## config.mk

```make
export PLATFORM = sky130hd
export DESIGN_NAME = stre_ctrl
export DESIGN_NICKNAME = d
export VERILOG_FILES = /design/src/hw/rtl/stre_pkg.sv /design/src/hw/rtl/stre_ctrl.sv
export SDC_FILE = /design/constraint.sdc
export NUM_CORES = 1
export LEC_CHECK = 0
export ABC_AREA = 1
export BUFFER_PORTS_ARGS = -buffer_cell sky130_fd_sc_hd__buf_2
export CORE_AREA = 8 8 45 47
export CTS_CLUSTER_DIAMETER = 50
export CTS_CLUSTER_SIZE = 28
export DETAILED_ROUTE_END_ITERATION = 16
export DIE_AREA = 0 0 53 55
export GPL_ROUTABILITY_DRIVEN = 0
export PLACE_DENSITY = 0.7
export SETUP_SLACK_MARGIN = 0.1
export SYNTH_ARGS = -nofsm -noshare
export SYNTH_HDL_FRONTEND = slang
export SYNTH_SLANG_ARGS = --single-unit
```

## constraint.sdc

```tcl
create_clock -name clk -period 1.6 [get_ports clk]
set_input_delay 0 -clock clk [delete_from_list [all_inputs] [get_ports clk]]
set_output_delay 0 -clock clk [all_outputs]
set_load 0.02 [all_outputs]
```

## src/hw/rtl/stre_pkg.sv

```systemverilog
`timescale 1ns / 1ps
// ----------------------------------------------------------------------------
// stre_pkg
// Shared constants, types and the combine function of the range extreme tree.
// ----------------------------------------------------------------------------
package stre_pkg;

  localparam int LEAVES_DEF = 1024;
  localparam int VAL_W      = 48;
  localparam int OPC_W      = 2;
  localparam int IDX_W      = 10;
  localparam int RNG_W      = 11;
  localparam int CFG_IDX_W  = 2;

  localparam logic [OPC_W-1:0] OP_SET   = 2'd0;
  localparam logic [OPC_W-1:0] OP_QUERY = 2'd1;
  localparam logic [OPC_W-1:0] OP_CLEAR = 2'd2;

  localparam logic [CFG_IDX_W-1:0] CFG_COMBINE  = 2'd0;
  localparam logic [CFG_IDX_W-1:0] CFG_IDENTITY = 2'd1;

  localparam logic signed [VAL_W-1:0] RESET_IDENTITY = -48'sd100000000;

  typedef struct packed {
    logic load_set;
    logic set_write;
    logic set_up;
    logic load_query;
    logic q_read_l;
    logic q_read_r;
    logic q_acc;
    logic l_inc;
    logic shift;
    logic load_clear;
    logic clear_step;
    logic load_result;
  } cmd_t;

  typedef struct packed {
    logic [OPC_W-1:0] op;
    logic             set_ok;
    logic             k_is_root;
    logic             l_lt_r;
    logic             l_odd;
    logic             r_odd;
    logic             sweep_last;
  } stat_t;

  function automatic logic signed [VAL_W-1:0] combine(
    input logic                    is_min,
    input logic signed [VAL_W-1:0] a,
    input logic signed [VAL_W-1:0] b
  );
    if (is_min) begin
      combine = (a < b) ? a : b;
    end else begin
      combine = (a > b) ? a : b;
    end
  endfunction

endpackage

```

## src/hw/rtl/stre_ctrl.sv

```systemverilog
`timescale 1ns / 1ps
// ----------------------------------------------------------------------------
// stre_ctrl
// Sequencer for set, query and clear; owns request/response handshakes.
// ----------------------------------------------------------------------------
module stre_ctrl (
  input  logic            clk,
  input  logic            rst,
  input  logic            in_valid,
  output logic            in_ready,
  output logic            out_valid,
  input  logic            out_ready,
  input  stre_pkg::stat_t st,
  output stre_pkg::cmd_t  cmd
);

  typedef enum logic [2:0] {
    S_CLEAR,
    S_IDLE,
    S_SET_WR,
    S_SET_UP,
    S_Q_TEST,
    S_Q_L,
    S_Q_R,
    S_Q_OUT
  } state_t;

  state_t state, state_next;
  logic   out_free;

  assign in_ready = (state == S_IDLE);
  assign out_free = !out_valid || out_ready;

  always_comb begin
    cmd        = '0;
    state_next = state;
    unique case (state)
      S_CLEAR: begin
        cmd.clear_step = 1'b1;
        if (st.sweep_last) begin
          state_next = S_IDLE;
        end
      end
      S_IDLE: begin
        if (in_valid) begin
          unique case (st.op)
            stre_pkg::OP_SET: begin
              if (st.set_ok) begin
                cmd.load_set = 1'b1;
                state_next   = S_SET_WR;
              end
            end
            stre_pkg::OP_QUERY: begin
              cmd.load_query = 1'b1;
              state_next     = S_Q_TEST;
            end
            stre_pkg::OP_CLEAR: begin
              cmd.load_clear = 1'b1;
              state_next     = S_CLEAR;
            end
            default: ;
          endcase
        end
      end
      S_SET_WR: begin
        cmd.set_write = 1'b1;
        state_next    = st.k_is_root ? S_IDLE : S_SET_UP;
      end
      S_SET_UP: begin
        cmd.set_up = 1'b1;
        state_next = S_SET_WR;
      end
      S_Q_TEST: begin
        priority if (!st.l_lt_r) begin
          state_next = S_Q_OUT;
        end else if (st.l_odd) begin
          cmd.q_read_l = 1'b1;
          state_next   = S_Q_L;
        end else if (st.r_odd) begin
          cmd.q_read_r = 1'b1;
          state_next   = S_Q_R;
        end else begin
          cmd.shift = 1'b1;
        end
      end
      S_Q_L: begin
        cmd.q_acc = 1'b1;
        cmd.l_inc = 1'b1;
        if (st.r_odd) begin
          cmd.q_read_r = 1'b1;
          state_next   = S_Q_R;
        end else begin
          cmd.shift  = 1'b1;
          state_next = S_Q_TEST;
        end
      end
      S_Q_R: begin
        cmd.q_acc  = 1'b1;
        cmd.shift  = 1'b1;
        state_next = S_Q_TEST;
      end
      S_Q_OUT: begin
        if (out_free) begin
          cmd.load_result = 1'b1;
          state_next      = S_IDLE;
        end
      end
      default: state_next = S_IDLE;
    endcase
  end

  always_ff @(posedge clk) begin
    if (rst) begin
      state     <= S_CLEAR;
      out_valid <= 1'b0;
    end else begin
      state <= state_next;
      if (cmd.load_result) begin
        out_valid <= 1'b1;
      end else if (out_valid && out_ready) begin
        out_valid <= 1'b0;
      end
    end
  end

endmodule

```

Yosys cells after proc, flatten, opt, wreduce, memory -nomap -nowiden
Index checks and enable logic that the tools add are counted.
Storage, ports and cells
  flip-flop bits (word level): 4
  latch bits: 0
  bits in writable memories: 0
  memory bits (read-only): 0
  input bits: 12
  memories kept: 0
Operators by class
  add/subtract/negate cells: 0
  multiply operators: 0
  div/mod/pow operators: 0
  $lt $le $gt $ge: 0
  equality and inequality tests: 15
  shift-type cells: 0
  mux-type cells: 40
  bitwise logic cells: 0
  reductions and logical operators: 8
Operator list (number)
  1-bit 2-to-1 mux: 26
  3-bit case mux with 8 select lines: 1
  3-bit 2-to-1 mux: 7
  3-bit == test (second input constant): 4
  3-bit case mux with 3 select lines: 1
  3-bit by 2-bit == test with 1-bit output (second input constant): 2
  2-bit 2-to-1 mux: 3
  2-bit != test (second input constant): 3
  6-bit AND reduction: 1
  4-bit by 1-bit != test with 1-bit output (second input constant): 1
  4-bit != test (second input constant): 1
  3-bit by 1-bit == test with 1-bit output (second input constant): 1
  3-bit zero test: 1
  3-bit != test (second input constant): 1
  1-bit case mux with 3 select lines: 1
  2-bit by 1-bit == test with 1-bit output (second input constant): 1
  2-bit == test (second input constant): 1
  2-bit zero test: 1
  1-bit case mux with 2 select lines: 1
  2-bit nonzero test: 1
  2-bit OR reduction: 1
  1-bit logical AND: 1
  1-bit zero test: 1
  1-bit logical OR: 1

Longest topological paths before layout
  word-level depth: 5
  depth in mapped cells: 11
  gate-level depth less buffers: 11

Worst setup path before layout
OpenSTA, ideal clock, no wires.
  kind: register to output
  start point: reg state[0]
  end point: out cmd[3] (netlist bit)
  arrival: 1.335 ns
  required time: 1.600 ns
  setup slack: 0.265 ns
  stages on the path, launching flop included: 5
  buffers on the path: 0
  path through: dfxtp_1 inv_1 nor3_1 nand2_1 nand3_1
RTL lines
  start, declared: line stre_ctrl.sv:28  | state_t state, state_next;
  start signal, assigned: line stre_ctrl.sv:117  | state <= state_next;
  end, declared: line stre_ctrl.sv:14  | output stre_pkg::cmd_t cmd

==> metrics.md <==
| Metric | Value |
|---|---|
| Status | `complete, no violations` |
| Yosys top cell by area | `dfxtp_1` |
| Rel. slew slack | `slightly below 80%` |
| Share of the yosys chip area belonging to registers | `roughly 15%` |
| Worst r2r path cells | `7` |
| Root Driver | `clkbuf_4` |
| Main combinational cell family by area after synthesis | `simple AND/OR/NAND/NOR gates` |
| Yosys cell types | `16` |
| First-pass GRT wire length | `2440 um` |
| Port bufs | `25` |
| Initial antenna violation count | `0` |
| Post-synthesis mux area share | `0%` |
| CTS sink cnt | `4` |
| WL/cell | `10.2 um` |
| Finished Layout Cells | `139` |
| GRT Residual Overflow | `0` |
| Reg-to-reg endpoint | `state[1]$_SDFFE_PP0P_` |
| Fraction of synthesized cell area in xor and xnor cells | `0%` |
| Initial Utilization | `between 30 and 40%` |
| Commonest cells post-synth | `nand2_1, inv_1, nor2_1` |
| Fraction of the mapped netlist area in adder cells | `9.69%` |
| Worst-margin pin slew | `about 340 ps` |
| Mapped Nets | `between 100 and 150` |
| Period utilization | `86.7%` |
| Leakage | `between 0.4 and 0.5 nW` |
| Placed cell areas | `about 650 um^2` |
| Setup_tns | `0 ps` |
| CTS Buf Count | `3` |
| Detailed placer's ending HPWL | `approximately 1200 um` |
| Fillers | `152` |
| Post-DRT Antenna Nets | `0` |
| Syn Area/Cell | `approximately 5.4 um^2` |
| DR iter-0 viols | `14` |
| Critical path type | `reg -> out` |
| Total GRT Usage | `10.6%` |
| Fin. Hold Viols | `0` |
| CP endpoint kind | `output port` |
| Post-Syn Instances | `95` |
| Post-CTS sizing | `0` |
| Post-route clock skew | `roughly 4.7 ps` |
| Type of origin of the critical path | `flop` |
| TritonCTS clock tree | `done` |
| Core Footprint | `roughly 1400 um^2` |
| DP Cell Count | `around 140` |
| Largest net degree at the start of global routing | `10` |
| Hold Path Sink | `out_valid$_SDFFE_PP0P_` |
| Post-route cell area | `between 600 and 700 um^2` |
| Drt first pass iters | `4` |
| Worst VDD drop | `approximately 0.00030 V` |
| Synth Area in Simple Gates | `about 52%` |
| NumNets Final | `141` |
| WP data required | `around 1600 ps` |
| Max-cap check violation count | `0` |
| Ys async rst share | `0%` |
| Vias | `644` |
| Most area-consuming cells after synthesis | `dfxtp_1, nand2_1, inv_1` |
| Design Power | `roughly 0.42 mW` |
| Compound-cell area share of the yosys netlist | `4.84%` |
| Final Max Tran Viols | `0` |
| Worst r2r src | `state[2]$_SDFFE_PP0P_` |
| Min Tclk post-route | `1390 ps` |
| Vias in the first global route | `633` |
| EDFF count, synth | `0` |
| Yosys top cell area share | `around 15%` |
| Post-synthesis cell area | `517 um^2` |
| Hold Crit Depth | `3` |
| Crit path DAT | `1390 ps` |
| Setup Viol. Count Final | `0` |
| Row cnt | `14` |
| Hold wc startpoint | `out_ready` |
| Area grow syn2layout | `32.2%` |
| Ys flop type | `dfxtp_1` |
| Antenna Cells | `0` |
| Clock Pin Slew Worst Setup and Hold Paths | `approximately 40 ps` |
| Die Area | `~2900 um^2` |
| Vias/cell | `about 4.6` |
| Ys Warns | `0` |
| Reg2reg setup slack | `250 ps` |
| Share of cells above drive strength 1 | `26.0%` |
| Most frequent cell after synthesis | `nand2_1` |
| CP max FO | `9` |
| Die Width | `53 um` |
| Post-synthesis register bit count | `4` |
| Clock latency on the worst-skew pair | `230 ps` |
| HP Class | `in -> reg` |
| RSZ-0062 raised after global routing | `false` |
| CTS HTree Levels | `1` |
| WL final | `around 1400 um` |
| Die height | `~55 um` |
| FMAX | `roughly 0.72 GHz` |
| Cell Pwr Density | `roughly 600 nW/um^2` |
| Remaining DRCs | `0` |
| I/O Pins | `26` |
| Hold_ws | `123 ps` |
| Max clock buf depth | `2` |
-- report_power, final --
group	switching, mW	internal (mW)	total, mW
clock	0.0401	0.0838	0.124
sequential	0.0147	0.107	0.122
combinational	0.109	0.0638	0.173
total	0.164	0.255	0.419
-- layout by cell type, fill, tap and decap left out, drive strengths merged --
master and n:
buf 25, nand2 22, inv 22, nor2 21, nand3 10, ha 4, dfxtp 4, nor3 3
nand4 3, clkbuf 3, a21oi 2, o31ai 1, nand3b 1, o21a 1, dlygate4sd3 1
-- worst max-delay path by stage --
stage,from,end,cells after the start
detailed placement,state[2]$_SDFFE_PP0P_,state[1]$_SDFFE_PP0P_,7
finish,state[2]$_SDFFE_PP0P_,cmd[3],5
global placement,state[0]$_SDFFE_PP0P_,state[0]$_SDFFE_PP0P_,9
floorplan,state[0]$_SDFFE_PP0P_,cmd[3],4
CTS,state[2]$_SDFFE_PP0P_,cmd[3],5
global route,state[2]$_SDFFE_PP0P_,cmd[3],5
-- kinds of logic after synthesis --
logic type,Yosys count
AO/OA/AOI/OAI,4
adder cells (fa/ha/maj),4
buffers and inverters,23
flip-flops,4
AND/OR/NAND/NOR,60
-- worst max-delay path: stages, from the launching register on --
cell     delay (ps)
dfxtp_1         510
inv_2           140
nor3_1          200
nand2_1          70
nand3_1          70
buf_2           160
-- registers in the layout, indices dropped and copies added, names as in the netlist --
register / count
state: 3
out_valid: 1
-- final cells by class --
type	count	area, um^2	share of cell area (%)
multi-input cells	68	343	50.2
repair buffers	26	135	19.8
inverters	22	82.6	12.1
flip-flops and latches	4	80.1	11.7
clock buffers	3	22.5	3.30
well taps	16	20.0	2.93
-- through the flow --
| step | util [%] | setup slack (ps) |
|---|---|---|
| after floorplan | - | 265 |
| after global placement | 47.0 | 300 |
| after detailed placement | 47.0 | 274 |
| after CTS | 49.4 | 214 |
| after global routing | 49.4 | 123 |
| final | 49.4 | 212 |
-- what timing repair did --
action,CTS,global route
endpoints found under the hold margin,2,0
buffers inserted,0,0
endpoints found under the setup margin,0,0
hold buffers,1,0
-- metal layers --
metal  share of wire [%]  vias to the layer above  track usage (%)  routed length [um]
met4                   0                        0             6.47                   0
met5                   0                        -                0                   0
li1                    -                      346                -                   -
met1                  43                      287             10.3                 608
met3                 4.0                        0             2.41                  57
met2                  53                       11             20.1                 753
No activity file was read; power rests on OpenSTA's default activity.
